### src/tla_pkg.sv
// ----------------------------------------------------------------------------
// tla_pkg
// shared types and constants for the thermocouple linearizer and averager
// ----------------------------------------------------------------------------
package tla_pkg;

  localparam int SAMPLE_W = 12;
  localparam int AMB_W    = 8;
  localparam int TEMP_W   = 16;
  localparam int SUM_W    = 22;
  localparam int DIVD_W   = 19;
  localparam int DIVS_W   = 12;
  localparam int DCNT_W   = 5;
  localparam int NUM_W    = 19;
  localparam int LOT_W    = 9;
  localparam int DT_W     = 7;
  localparam int CIDX_W   = 3;

  // register indexes
  localparam logic [CIDX_W-1:0] REG_CAL_100 = 3'd0;
  localparam logic [CIDX_W-1:0] REG_CAL_200 = 3'd1;
  localparam logic [CIDX_W-1:0] REG_CAL_300 = 3'd2;
  localparam logic [CIDX_W-1:0] REG_CAL_420 = 3'd3;
  localparam logic [CIDX_W-1:0] REG_REJECT  = 3'd4;

  // register reset values
  localparam logic [SAMPLE_W-1:0] RST_CAL_100 = 12'd1000;
  localparam logic [SAMPLE_W-1:0] RST_CAL_200 = 12'd2000;
  localparam logic [SAMPLE_W-1:0] RST_CAL_300 = 12'd3000;
  localparam logic [SAMPLE_W-1:0] RST_CAL_420 = 12'd4000;
  localparam logic [SAMPLE_W-1:0] RST_REJECT  = 12'd4060;

  // segment end temperatures and spans
  localparam logic [LOT_W-1:0] TEMP_0   = 9'd0;
  localparam logic [LOT_W-1:0] TEMP_100 = 9'd100;
  localparam logic [LOT_W-1:0] TEMP_200 = 9'd200;
  localparam logic [LOT_W-1:0] TEMP_300 = 9'd300;
  localparam logic [DT_W-1:0]  SPAN_100 = 7'd100;
  localparam logic [DT_W-1:0]  SPAN_120 = 7'd120;

  localparam logic [TEMP_W-1:0] TEMP_MAX = 16'hFFFF;

  typedef struct packed {
    logic accept;     // take input word
    logic seg;        // pick calibration segment
    logic mul;        // offset times span
    logic div_start;  // kick the serial divider
    logic fix;        // sign, clamp, ambient
    logic sum;        // window update
    logic load;       // load output register
  } cmd_t;

  typedef struct packed {
    logic div_busy;
    logic out_full;
  } status_t;

endpackage

### src/tla_ram.sv
// ----------------------------------------------------------------------------
// tla_ram
// generic single-write, single-read ram with registered read data
// ----------------------------------------------------------------------------
module tla_ram #(
  parameter int WIDTH = 16,
  parameter int DEPTH = 8
) (
  input  logic                                   clk,
  input  logic                                   we,
  input  logic [(DEPTH > 1 ? $clog2(DEPTH) : 1)-1:0] waddr,
  input  logic [WIDTH-1:0]                       wdata,
  input  logic [(DEPTH > 1 ? $clog2(DEPTH) : 1)-1:0] raddr,
  output logic [WIDTH-1:0]                       rdata
);

  logic [WIDTH-1:0] mem [DEPTH];

  always_ff @(posedge clk) begin
    if (we) begin
      mem[waddr] <= wdata;
    end
    rdata <= mem[raddr];
  end

endmodule

### src/tla_div.sv
// ----------------------------------------------------------------------------
// tla_div
// restoring bit-serial unsigned divider, one quotient bit per cycle
// ----------------------------------------------------------------------------
module tla_div (
  input  logic                       clk,
  input  logic                       rst,
  input  logic                       start,
  input  logic [tla_pkg::DIVD_W-1:0] dividend,
  input  logic [tla_pkg::DIVS_W-1:0] divisor,
  output logic [tla_pkg::DIVD_W-1:0] quotient,
  output logic                       busy
);

  logic [tla_pkg::DIVS_W-1:0] rem;
  logic [tla_pkg::DIVS_W-1:0] dvs;
  logic [tla_pkg::DCNT_W-1:0] cnt;
  logic [tla_pkg::DIVS_W:0]   shifted;
  logic                       fits;

  assign shifted = {rem, quotient[tla_pkg::DIVD_W-1]};
  assign fits    = shifted >= {1'b0, dvs};

  always_ff @(posedge clk) begin
    if (rst) begin
      busy <= 1'b0;
      cnt  <= '0;
    end else if (start) begin
      busy <= 1'b1;
      cnt  <= tla_pkg::DCNT_W'(tla_pkg::DIVD_W);
    end else if (busy) begin
      cnt  <= cnt - 1'b1;
      busy <= cnt != tla_pkg::DCNT_W'(1);
    end
  end

  always_ff @(posedge clk) begin
    if (start) begin
      rem      <= '0;
      dvs      <= divisor;
      quotient <= dividend;
    end else if (busy) begin
      rem      <= fits ? tla_pkg::DIVS_W'(shifted - {1'b0, dvs})
                       : shifted[tla_pkg::DIVS_W-1:0];
      quotient <= {quotient[tla_pkg::DIVD_W-2:0], fits};
    end
  end

endmodule

### src/tla_datapath.sv
// ----------------------------------------------------------------------------
// tla_datapath
// calibration registers, segment math, window store and output register
// ----------------------------------------------------------------------------
module tla_datapath #(
  parameter int WINDOW_LEN = 8
) (
  input  logic                         clk,
  input  logic                         rst,
  input  tla_pkg::cmd_t                cmd,
  output tla_pkg::status_t             status,
  input  logic                         cfg_we,
  input  logic [tla_pkg::CIDX_W-1:0]   cfg_index,
  input  logic [tla_pkg::SAMPLE_W-1:0] cfg_data,
  input  logic [tla_pkg::SAMPLE_W-1:0] adc_sample,
  input  logic [tla_pkg::AMB_W-1:0]    ambient_temp,
  input  logic                         out_stall,
  output logic                         out_valid,
  output logic [tla_pkg::TEMP_W-1:0]   tip_temp,
  output logic                         sample_rejected
);

  localparam int PTR_W = (WINDOW_LEN > 1) ? $clog2(WINDOW_LEN) : 1;

  // mean by reciprocal multiply; exact for sums under 2^22 and lengths up to 64
  localparam int MEAN_SH  = tla_pkg::SUM_W + 6;
  localparam int MEAN_P_W = tla_pkg::SUM_W + MEAN_SH + 1;
  localparam logic [MEAN_SH:0] MEAN_RECIP =
    (MEAN_SH+1)'(((64'd1 << MEAN_SH) + 64'(WINDOW_LEN) - 64'd1) / 64'(WINDOW_LEN));

  logic [tla_pkg::SAMPLE_W-1:0] cal_100, cal_200, cal_300, cal_420, reject_limit;
  logic [tla_pkg::SAMPLE_W-1:0] last_good;
  logic [tla_pkg::AMB_W-1:0]    ambient;
  logic                         rejected;

  // segment registers
  logic [tla_pkg::SAMPLE_W-1:0] diff;
  logic signed [tla_pkg::SAMPLE_W:0] den;
  logic [tla_pkg::LOT_W-1:0]    lo_temp;
  logic [tla_pkg::DT_W-1:0]     span;
  logic [tla_pkg::NUM_W-1:0]    num;
  logic [tla_pkg::SAMPLE_W-1:0] den_abs;
  logic                         den_neg;
  logic                         den_zero;
  logic [tla_pkg::TEMP_W-1:0]   temp;

  // window
  logic [tla_pkg::SUM_W-1:0]    win_sum;
  logic [PTR_W-1:0]             ptr;
  logic [WINDOW_LEN-1:0]        slot_valid;
  logic [tla_pkg::TEMP_W-1:0]   ram_rdata;
  logic [tla_pkg::TEMP_W-1:0]   oldest;
  logic [MEAN_P_W-1:0]          mean_prod;

  // divider
  logic [tla_pkg::DIVD_W-1:0]   div_dividend;
  logic [tla_pkg::DIVS_W-1:0]   div_divisor;
  logic [tla_pkg::DIVD_W-1:0]   div_quo;
  logic                         div_busy;

  // segment selection combinational
  logic [tla_pkg::SAMPLE_W-1:0] seg_lo, seg_hi;
  logic [tla_pkg::LOT_W-1:0]    seg_lo_temp;
  logic [tla_pkg::DT_W-1:0]     seg_span;

  // fixup combinational
  logic [tla_pkg::NUM_W-1:0]    q;
  logic [tla_pkg::NUM_W:0]      pos_val;
  logic [tla_pkg::TEMP_W-1:0]   seg_val;
  logic [tla_pkg::TEMP_W:0]     amb_val;

  // config registers
  always_ff @(posedge clk) begin
    if (rst) begin
      cal_100      <= tla_pkg::RST_CAL_100;
      cal_200      <= tla_pkg::RST_CAL_200;
      cal_300      <= tla_pkg::RST_CAL_300;
      cal_420      <= tla_pkg::RST_CAL_420;
      reject_limit <= tla_pkg::RST_REJECT;
    end else if (cfg_we) begin
      case (cfg_index)
        tla_pkg::REG_CAL_100: cal_100      <= cfg_data;
        tla_pkg::REG_CAL_200: cal_200      <= cfg_data;
        tla_pkg::REG_CAL_300: cal_300      <= cfg_data;
        tla_pkg::REG_CAL_420: cal_420      <= cfg_data;
        tla_pkg::REG_REJECT:  reject_limit <= cfg_data;
        default: ;
      endcase
    end
  end

  // glitch filter
  always_ff @(posedge clk) begin
    if (rst) begin
      last_good <= '0;
    end else if (cmd.accept && adc_sample < reject_limit) begin
      last_good <= adc_sample;
    end
  end

  always_ff @(posedge clk) begin
    if (cmd.accept) begin
      ambient  <= ambient_temp;
      rejected <= adc_sample >= reject_limit;
    end
  end

  always_comb begin
    if (last_good < cal_100) begin
      seg_lo      = '0;
      seg_hi      = cal_100;
      seg_lo_temp = tla_pkg::TEMP_0;
      seg_span    = tla_pkg::SPAN_100;
    end else if (last_good < cal_200) begin
      seg_lo      = cal_100;
      seg_hi      = cal_200;
      seg_lo_temp = tla_pkg::TEMP_100;
      seg_span    = tla_pkg::SPAN_100;
    end else if (last_good < cal_300) begin
      seg_lo      = cal_200;
      seg_hi      = cal_300;
      seg_lo_temp = tla_pkg::TEMP_200;
      seg_span    = tla_pkg::SPAN_100;
    end else begin
      seg_lo      = cal_300;
      seg_hi      = cal_420;
      seg_lo_temp = tla_pkg::TEMP_300;
      seg_span    = tla_pkg::SPAN_120;
    end
  end

  // sample is never below the chosen lower code, so diff stays non-negative
  always_ff @(posedge clk) begin
    if (cmd.seg) begin
      diff    <= last_good - seg_lo;
      den     <= $signed({1'b0, seg_hi}) - $signed({1'b0, seg_lo});
      lo_temp <= seg_lo_temp;
      span    <= seg_span;
    end
    if (cmd.mul) begin
      num      <= tla_pkg::NUM_W'(diff) * tla_pkg::NUM_W'(span);
      den_neg  <= den[tla_pkg::SAMPLE_W];
      den_zero <= den == '0;
      den_abs  <= den[tla_pkg::SAMPLE_W] ? tla_pkg::SAMPLE_W'(-den)
                                         : den[tla_pkg::SAMPLE_W-1:0];
    end
  end

  assign div_dividend = num;
  assign div_divisor  = den_abs;

  tla_div u_div (
    .clk      (clk),
    .rst      (rst),
    .start    (cmd.div_start),
    .dividend (div_dividend),
    .divisor  (div_divisor),
    .quotient (div_quo),
    .busy     (div_busy)
  );

  // quotient of the segment math fits the numerator width
  assign q       = div_quo[tla_pkg::NUM_W-1:0];
  assign pos_val = {1'b0, q} + (tla_pkg::NUM_W+1)'(lo_temp);

  always_comb begin
    if (den_zero) begin
      seg_val = tla_pkg::TEMP_W'(lo_temp);
    end else if (den_neg) begin
      seg_val = (q > tla_pkg::NUM_W'(lo_temp)) ? '0
              : tla_pkg::TEMP_W'(tla_pkg::NUM_W'(lo_temp) - q);
    end else begin
      seg_val = (pos_val > (tla_pkg::NUM_W+1)'(tla_pkg::TEMP_MAX)) ? tla_pkg::TEMP_MAX
              : pos_val[tla_pkg::TEMP_W-1:0];
    end
  end

  assign amb_val = {1'b0, seg_val} + (tla_pkg::TEMP_W+1)'(ambient);

  always_ff @(posedge clk) begin
    if (cmd.fix) begin
      temp <= amb_val[tla_pkg::TEMP_W] ? tla_pkg::TEMP_MAX : amb_val[tla_pkg::TEMP_W-1:0];
    end
  end

  // window store
  tla_ram #(
    .WIDTH (tla_pkg::TEMP_W),
    .DEPTH (WINDOW_LEN)
  ) u_ram (
    .clk   (clk),
    .we    (cmd.sum),
    .waddr (ptr),
    .wdata (temp),
    .raddr (ptr),
    .rdata (ram_rdata)
  );

  assign oldest = slot_valid[ptr] ? ram_rdata : '0;

  always_ff @(posedge clk) begin
    if (rst) begin
      win_sum    <= '0;
      ptr        <= '0;
      slot_valid <= '0;
    end else if (cmd.sum) begin
      win_sum         <= win_sum - tla_pkg::SUM_W'(oldest) + tla_pkg::SUM_W'(temp);
      slot_valid[ptr] <= 1'b1;
      ptr             <= (ptr == PTR_W'(WINDOW_LEN - 1)) ? '0 : ptr + 1'b1;
    end
  end

  // window mean, truncated
  assign mean_prod = MEAN_P_W'(win_sum) * MEAN_P_W'(MEAN_RECIP);

  // output register
  always_ff @(posedge clk) begin
    if (rst) begin
      out_valid <= 1'b0;
    end else if (cmd.load) begin
      out_valid <= 1'b1;
    end else if (!out_stall) begin
      out_valid <= 1'b0;
    end
  end

  always_ff @(posedge clk) begin
    if (cmd.load) begin
      tip_temp        <= tla_pkg::TEMP_W'(mean_prod >> MEAN_SH);
      sample_rejected <= rejected;
    end
  end

  assign status.div_busy = div_busy;
  assign status.out_full = out_valid;

endmodule

### src/tla_ctrl.sv
// ----------------------------------------------------------------------------
// tla_ctrl
// sequencer for one word: segment, multiply, divide, fix, window, mean
// ----------------------------------------------------------------------------
module tla_ctrl (
  input  logic             clk,
  input  logic             rst,
  input  logic             in_valid,
  output logic             in_stall,
  input  logic             out_stall,
  input  tla_pkg::status_t status,
  output tla_pkg::cmd_t    cmd
);

  localparam logic [3:0] S_IDLE = 4'd0;
  localparam logic [3:0] S_SEG  = 4'd1;
  localparam logic [3:0] S_MUL  = 4'd2;
  localparam logic [3:0] S_D1S  = 4'd3;
  localparam logic [3:0] S_D1W  = 4'd4;
  localparam logic [3:0] S_FIX  = 4'd5;
  localparam logic [3:0] S_SUM  = 4'd6;
  localparam logic [3:0] S_LOAD = 4'd7;

  logic [3:0] state, state_next;
  logic       out_free;

  assign out_free = !status.out_full || !out_stall;
  assign in_stall = state != S_IDLE;

  always_comb begin
    cmd            = '0;
    state_next     = state;
    case (state)
      S_IDLE: begin
        cmd.accept = in_valid;
        if (in_valid) state_next = S_SEG;
      end
      S_SEG: begin
        cmd.seg    = 1'b1;
        state_next = S_MUL;
      end
      S_MUL: begin
        cmd.mul    = 1'b1;
        state_next = S_D1S;
      end
      S_D1S: begin
        cmd.div_start = 1'b1;
        state_next    = S_D1W;
      end
      S_D1W: begin
        if (!status.div_busy) state_next = S_FIX;
      end
      S_FIX: begin
        cmd.fix    = 1'b1;
        state_next = S_SUM;
      end
      S_SUM: begin
        cmd.sum    = 1'b1;
        state_next = S_LOAD;
      end
      S_LOAD: begin
        cmd.load = out_free;
        if (out_free) state_next = S_IDLE;
      end
      default: state_next = S_IDLE;
    endcase
  end

  always_ff @(posedge clk) begin
    if (rst) begin
      state <= S_IDLE;
    end else begin
      state <= state_next;
    end
  end

`ifndef SYNTHESIS
  a_div_runs: assert property (@(posedge clk) disable iff (rst)
    cmd.div_start |=> status.div_busy)
    else $error("divider did not start");

  a_busy_in_wait: assert property (@(posedge clk) disable iff (rst)
    status.div_busy |-> (state == S_D1W))
    else $error("divider busy outside the wait state");

  a_load_fills: assert property (@(posedge clk) disable iff (rst)
    cmd.load |=> status.out_full)
    else $error("output register not filled after load");

  a_no_overwrite: assert property (@(posedge clk) disable iff (rst)
    cmd.load |-> (!status.out_full || !out_stall))
    else $error("load over a stalled word");
`endif

endmodule

### src/thermocouple_linearize_average.sv
// ----------------------------------------------------------------------------
// thermocouple_linearize_average
// thermocouple adc linearizer with glitch reject and moving-average window
// ----------------------------------------------------------------------------
//  channel | direction | handshake              | payload
//  --------+-----------+------------------------+------------------------------
//  in      | input     | in_valid / in_stall    | adc_sample, ambient_temp
//  out     | output    | out_valid / out_stall  | tip_temp, sample_rejected
//  cfg     | input     | cfg_we (no wait)       | cfg_index, cfg_data
//
//  one word at a time; a word reaches the output register after six sequencer
//  steps plus a wait on the 19-step bit-serial divider for the segment slope
//  the window mean is a reciprocal multiply done in the load step; with a free
//  output the next word can be taken in the cycle after the load
//  rst is synchronous; calibration registers return to their defaults and
//  the window, its sum and the last good sample clear at once
//  a stalled output word holds; one more input word is taken meanwhile and
//  waits in the load step until the output register frees
// ----------------------------------------------------------------------------
module thermocouple_linearize_average #(
  parameter int WINDOW_LEN = 8
) (
  input  logic                         clk,
  input  logic                         rst,
  // input word
  input  logic                         in_valid,
  output logic                         in_stall,
  input  logic [tla_pkg::SAMPLE_W-1:0] adc_sample,
  input  logic [tla_pkg::AMB_W-1:0]    ambient_temp,
  // result word
  output logic                         out_valid,
  input  logic                         out_stall,
  output logic [tla_pkg::TEMP_W-1:0]   tip_temp,
  output logic                         sample_rejected,
  // register writes
  input  logic                         cfg_we,
  input  logic [tla_pkg::CIDX_W-1:0]   cfg_index,
  input  logic [tla_pkg::SAMPLE_W-1:0] cfg_data
);

  // command and status between sequencer and datapath
  tla_pkg::cmd_t    cmd;
  tla_pkg::status_t status;

  // sequencer: steps one word through its phases
  tla_ctrl u_ctrl (
    .clk       (clk),
    .rst       (rst),
    .in_valid  (in_valid),
    .in_stall  (in_stall),
    .out_stall (out_stall),
    .status    (status),
    .cmd       (cmd)
  );

  // datapath: calibration math, window ram, divider, output register
  tla_datapath #(
    .WINDOW_LEN (WINDOW_LEN)
  ) u_dp (
    .clk             (clk),
    .rst             (rst),
    .cmd             (cmd),
    .status          (status),
    .cfg_we          (cfg_we),
    .cfg_index       (cfg_index),
    .cfg_data        (cfg_data),
    .adc_sample      (adc_sample),
    .ambient_temp    (ambient_temp),
    .out_stall       (out_stall),
    .out_valid       (out_valid),
    .tip_temp        (tip_temp),
    .sample_rejected (sample_rejected)
  );

endmodule

### config.mk
export PLATFORM = sky130hd
export DESIGN_NAME = thermocouple_linearize_average
export DESIGN_NICKNAME = d
export VERILOG_FILES = /design/src/tla_pkg.sv /design/src/tla_ram.sv /design/src/tla_div.sv /design/src/tla_datapath.sv /design/src/tla_ctrl.sv /design/src/thermocouple_linearize_average.sv
export SDC_FILE = /design/constraint.sdc
export NUM_CORES = 1
export LEC_CHECK = 0
export ABC_CLOCK_PERIOD_IN_PS = 6500
export BUFFER_PORTS_ARGS = -buffer_cell sky130_fd_sc_hd__buf_2
export CORE_MARGIN = 1
export CORE_UTILIZATION = 35
export CTS_CLUSTER_SIZE = 28
export DETAILED_ROUTE_END_ITERATION = 8
export PLACE_DENSITY_LB_ADDON = 0.1
export REMOVE_ABC_BUFFERS = 1
export SYNTH_ARGS = -nofsm -noshare
export SYNTH_HDL_FRONTEND = slang
export SYNTH_HIERARCHICAL = 1
export SYNTH_SLANG_ARGS = --single-unit
### constraint.sdc
create_clock -name clk -period 6.5 [get_ports clk]
set_clock_uncertainty 0.05 [all_clocks]
set_input_delay 0.325 -clock clk [delete_from_list [all_inputs] [get_ports clk]]
set_output_delay 0.325 -clock clk [all_outputs]
set_load 0.05 [all_outputs]
==> reports/metrics.csv, run 1 <==
stage;metric;value;unit
cts;cts_tree;built;
floorplanning;die_y;258;um
synthesis;synth_xor_area_share;3.20;%
synthesis;synth_top_family_by_area;adder cells;
final_layout;syn2layout_area_growth;13.5;%
route;drt_iter0_markers;812;
final_layout;num-fill-cells;6333;
sta;min_period;5.58;ns
global_route;grt_max_degree;64;
cts;cts_sinks;403;
sta;holdWs;0.0308;ns
synthesis;synth-simple-area-share;12.3;%
floorplanning;rows;93;
sta;max_freq;179;MHz
floorplanning;initial_core_util;35.5;%
synthesis;ys_types;97;
final_layout;regArea;10700;sq um
power;p_leak;0.0102;uW
route;ant_nets;0;
place;io_buffers;58;
cts;cts.htree.levels;2;
cts;cts_root_buffer;clkbuf_16;
place;gp_congestion;0.866;
final_layout;nets;2436;
final_layout;drive_above_1_share;11.6;%
power;cellPowerDensity;311;nW/um^2
outcome;status;completed;
route;drcViolationCount;0;
power;fin_total_pwr;8120;uW
synthesis;synth_area;23000;sq um
synthesis;synth.yosys.seq_area_share;46.6;%
worst_setup_path;crit_required;6.86;ns
sta;tightest_slew;0.838;ns
run;max_cap_viol_count;0;
route;drt_first_pass_iters;5;
synthesis;syn_avg_cell_area;11.0;sq um
route;maxUsedRoutingLayer;met4;
sta;relSlewSlack;42.6;%
cts;clk_latency;0.58;ns
worst_setup_path;worstSetupPathType;reg -> reg;
synthesis;ys.flop_type;edfxtp_1;
worst_setup_path;crit_path_start_kind;flip-flop;
worst_setup_path;ff2ff_setup_slack;0.92;ns
global_route;grt_overflow;0;
synthesis;synthTopCellsByArea;edfxtp_1, dfxtp_1, ha_1;
cts;cts_setup_buffers;0;
route;via_per_inst;5.02;
worst_setup_path;cp-end-kind;flip-flop;
synthesis;synthAdderAreaFrac;14.1;%
worst_hold_path;hp-class;in -> reg;
final_layout;final_cells;3061;
route;met3_length;1630;um
sta;drv_slew;0;
synthesis;async_reset_ff_share;0;%
cts;clk_path_buf_depth;3;
route;routed_wl;55500;um
synthesis;yosysTopAreaCellShare;34.4;%
place;dp.cells;2945;
worst_setup_path;worstPathMaxFanout;12;
route;vias;15376;
synthesis;ys_seq_elements;403;
sta;final-setup-viol-count;0;
synthesis;synth.most_common_cell;edfxtp_1;
final_layout;multi_input_area;11300;sq um
synthesis;synth_mux_area_share;7.37;%
cts;numCtsBuffers;48;
power;ir_drop;0.200;mV
floorplanning;pin_count;59;
global_route;grt_pass1_wl;88000;um
synthesis;synth_largest_area_cell;edfxtp_1;
route;drt-met1-wl;25600;um
sta;rsz0062_at_grt;no;
route;wl_met2;27100;um
synthesis;synth_cells;2081;
cts;clkTransAtPathRegs;0.05;ns
synthesis;synth_edf_count;263;
place;dpl.hpwl;40900;um
sta;hold_viol_final;0;
route;wl_per_cell;18.1;um
final_layout;diodes;0;
global_route;track_usage;16.8;%
floorplanning;dieArea;66700;sq um
global_route;grt_pass1_vias;15704;
synthesis;synth_common_cells;edfxtp_1, inv_1, nor2_1;
synthesis;synth_compound_area_share;11.7;%
sta;tns;0;ns
global_route;antenna_found_initial;0;
worst_setup_path;worstPathArrival;5.95;ns
floorplanning;die_w;258;um
synthesis;ys_warn_count;6;
floorplanning;core_area;64700;sq um
sta;period_share;85.9;%
-- state kept, by name, summed over array words and instances, names as in the netlist, 13 cells and up --
name and cells:
u_dp/u_ram/rdata 16, u_dp/u_ram/mem 128, u_dp/tip_temp 16, u_dp/div_dividend 17
u_dp/u_div/quotient 19, u_dp/temp 16, u_dp/win_sum 19, u_dp/den 13
-- report_power, final --
part,internal (uW),leakage [uW],total [uW],switching (uW)
clock,1570,0.000745,2630,1070
sequential,3000,0.00354,3140,142
combinational,1030,0.00590,2340,1310
-- cell families (layout without fill, tap and decap cells) --
| family | count (synthesis) | in the layout |
|---|---|---|
| other | 1 | 2 |
| adders and majority gates | 228 | 228 |
| AOI/OAI and AO/OA | 403 | 403 |
| xor gates and xnor gates | 84 | 84 |
| DFF | 403 | 403 |
| and+or+nand+nor | 583 | 583 |
| buffers and inverters | 268 | 392 |
| muxes | 111 | 111 |
-- cells in the final DEF, fill, tap and decap left out, drive strengths merged, types with 41 or more instances in the layout --
cell / count
nand2: 172
dfxtp: 140
ha: 177
clkbuf: 61
a21oi: 115
edfxtp: 263
buf: 86
o21ai: 83
fa: 51
inv: 192
nor2b: 41
nor2: 181
xnor2: 62
-- critical path, cell delays in order, from the launching register on --
cell and delay [ns]:
edfxtp_1 0.48, buf_4 0.20, inv_1 0.08, ha_1 0.47
nor2b_1 0.16, nor2_1 0.40, nand4_1 0.15, o31a_2 0.39
nor2_1 0.60, a221oi_1 0.28, ha_1 0.34, a21oi_1 0.17
o21ai_0 0.18, o31a_1 0.30, o31a_1 0.29, o211ai_1 0.27
a21oi_1 0.11, a311o_1 0.42, o211ai_2 0.08
-- metrics by stage --
step | util, % | area (sq um) | worst slack [ns]
final | 40.3 | 26100 | 0.916
after global routing | 40.3 | 26100 | 0.514
after CTS | 40.3 | 26100 | 0.936
after detailed placement | 37.5 | 24300 | 0.952
after global placement | 37.5 | 24300 | 1.09
after floorplan | - | 22600 | 0.569
-- repair_timing --
action                    4_1_cts  5_1_grt
hold buffers                   28        0
hold endpoints to repair       45        0
gates resized for setup         0        0
-- cell type report --
type	instances	share of cell area, %
tap	855	4.10
clock buffer	61	4.79
clock inverter	27	1.12
sequential	403	41.0
multi-input combinational	1411	43.2
inverter	190	2.73
timing repair buffer	114	3.00
-- final timing paths --
check	cells past startpoint	from	endpoint
max	18	u_dp/span[3]	u_dp/temp[15]
min	3	cfg_data[10]	u_dp/cal_100[10]
max reg2reg	18	u_dp/span[3]	u_dp/temp[15]
min reg2reg	0	u_dp/rejected	u_dp/sample_rejected
-- layer usage --
layer / GRT usage, % / vias up
met4: 4.34 / 0
met2: 29.2 / 215
met3: 2.10 / 72
met5: 0 / -
met1: 21.9 / 7437
li1: - / 7652
Power figures use the tool's default switching activity.
==> run 2, diff against run 1 <==
CTS_BUF_LIST = sky130_fd_sc_hd__clkbuf_8 sky130_fd_sc_hd__clkbuf_16   (was unset)
REMOVE_ABC_BUFFERS = unset   (was 1)
SKIP_LAST_GASP = 1   (was unset)
==> reports/metrics.csv, run 2 (synthesis results as in run 1) <==
stage;metric;value;unit;change
final_layout;syn2layout_area_growth;14.2;%;
run;max_cap_viol_count;0;;unchanged
final_layout;final_common_cell;edfxtp_1;;
cts;cts.htree.levels;2;;unchanged
final_layout;num-fill-cells;6369;;+0.57%
global_route;grt_pass1_vias;15974;;+1.7%
floorplanning;initial_core_util;35.5;%;unchanged
worst_setup_path;cp_slowest_cell;a221oi_1;;
cts;cts_tree;built;;
floorplanning;dieArea;66700;sq um;unchanged
route;vias;15501;;+0.81%
power;ir_drop;0.184;mV;-7.9%
place;gp_congestion;0.819;;-5.4%
sta;relSlewSlack;36.1;%;-6.4 points
power;cellPowerDensity;313;nW/um^2;+0.56%
route;drt_iter0_markers;734;;-9.6%
final_layout;reg.largest.list;u_dp/u_ram/mem: 128 flops, u_dp/u_div/quotient: 19 flops, u_dp/win_sum: 19 flops;;
sta;tns;0;ns;unchanged
power;p_leak;0.0103;uW;+1.1%
cts;clk_latency;0.57;ns;about the same
floorplanning;die_w;258;um;unchanged
floorplanning;pin_count;59;;unchanged
sta;drv_slew;0;;unchanged
route;drcViolationCount;0;;unchanged
place;io_buffers;58;;unchanged
worst_hold_path;hp-class;in -> reg;;
floorplanning;die_y;258;um;unchanged
cts;numCtsBuffers;49;;+2.1%
worst_setup_path;critical-path-max-stage-delay;0.49;ns;-0.11 ns
route;wl_per_cell;18.5;um;+2.2%
outcome;status;completed;;
cts;clkTransAtPathRegs;0.06;ns;about the same
global_route;antenna_found_initial;2;;+2
cts;cts-resized-gates;0;;unchanged
global_route;grt_overflow;0;;unchanged
worst_setup_path;cp-end-kind;flip-flop;;
worst_setup_path;worstSetupPathType;reg -> reg;;
cts;cts_sinks;403;;unchanged
final_layout;regMostFlops;u_dp/u_ram/mem;;
global_route;grt_max_degree;90;;+41%
sta;min_period;5.27;ns;-0.315 ns
final_layout;nets;2442;;+0.25%
sta;period_share;81.1;%;-4.8 points
route;routed_wl;56900;um;+2.5%
cts;clk_path_buf_depth;3;;unchanged
final_layout;drive_above_1_share;11.8;%;+0.18 points
worst_setup_path;worstPathArrival;5.63;ns;-0.32 ns
sta;final-setup-viol-count;0;;unchanged
floorplanning;rows;93;;unchanged
worst_setup_path;crit_path_start_kind;flip-flop;;
worst_setup_path;worstPathMaxFanout;12;;unchanged
cts;cts_root_buffer;clkbuf_16;;
final_layout;utilization;40.5;%;+0.23 points
sta;tightest_slew;0.958;ns;+0.121 ns
route;via_per_inst;5.05;;+0.48%
final_layout;largest_reg_flops;128;;unchanged
route;drt_first_pass_iters;7;;+2
sta;hold_viol_final;0;;unchanged
place;dpl.hpwl;42100;um;+3.1%
floorplanning;core_area;64700;sq um;unchanged
sta;max_freq;190;MHz;+6.0%
worst_setup_path;crit_required;6.86;ns;about the same
global_route;track_usage;17.3;%;+0.51 points
route;ant_nets;0;;unchanged
global_route;grt_pass1_wl;89900;um;+2.2%
sta;rsz0062_at_grt;no;;
worst_setup_path;critPathMostFrequentCell;a21oi_1;;
final_layout;layout_common_cells;edfxtp_1, inv_1, nor2_1, ha_1, nand2_1;;
worst_setup_path;cp_cell_sequence;ha_1 > inv_1 > fa_1 > nor4b_2 > o31ai_1 > a21oi_1 > o31a_2 > nor2_1 > buf_4 > a221oi_1 > ha_1 > a21oi_1 > o21ai_0 > o31a_1 > o31a_1 > o211ai_1 > a21oi_1 > a311o_1 > o211ai_2;;
==> run 2: cell type report <==
| class | count | area, sq um | area share (%) |
|---|---|---|---|
| sequential | 403 | 10700 | 40.8 |
| multi-input combinational | 1411 | 11300 | 43.0 |
| timing repair buffer | 119 | 828 | 3.16 |
| inverter | 190 | 713 | 2.72 |
| clock inverter | 33 | 245 | 0.935 |
| antenna | 1 | 2.50 | 0.00954 |
| tap | 855 | 1070 | 4.08 |
| clock buffer | 59 | 1400 | 5.33 |
==> run 2: report_power, final <==
part           switching [uW]  internal, uW  leakage, uW
combinational            1300          1040      0.00592
sequential                146          3000      0.00354
clock                    1080          1650     0.000832
==> run 2: path summary, 6_finish.rpt <==
check / from / endpoint / slack, ns / cells after the start
max: u_dp/lo_temp[5] / u_dp/temp[15] / 1.23 / 19
min: cfg_data[9] / u_dp/cal_200[9] / 0.04 / 2
max reg2reg: u_dp/lo_temp[5] / u_dp/temp[15] / 1.23 / 19
min reg2reg: u_dp/den_abs[11] / u_dp/u_div/dvs[11] / 0.37 / 0
==> run 2: metal layers <==
layer  track usage, %  wire length [um]  vias to the layer above
met1             21.4             24800                     7518
met2             31.1             28800                      243
met4             4.96              1300                        2
met5                0                13                        -
li1                 -                 -                     7668
met3             2.42              1960                       70
==> run 2: critical path, delay by kind of cell (launching register included) <==
kind	cells	cell delay, ns
buffers and inverters	2	0.27
adder cells (fa/ha/maj)	3	0.97
flip-flops	1	0.47
AO/OA/AOI/OAI	12	2.91
AND/OR/NAND/NOR	2	0.45
==> run 2: stage by stage <==
stage / power (uW) / instances / setup WS [ns] / instance area [sq um] / hold slack, ns
after global placement: 5550 / 2947 / 1.36 / 24300 / 0.356
final: 8210 / 3071 / 1.23 / 26200 / 0.0410
after CTS: 8350 / 3070 / 1.25 / 26200 / 0.00754
after detailed placement: 5540 / 2947 / 1.27 / 24300 / 0.355
after global routing: 8760 / 3071 / 0.760 / 26200 / 0.0155
after floorplan: 4990 / 2082 / 1.60 / 23000 / 0.344
==> run 2: what timing repair did <==
item	CTS	global route
buffers inserted	0	0
hold buffers	31	0
endpoints found under the hold margin	51	0
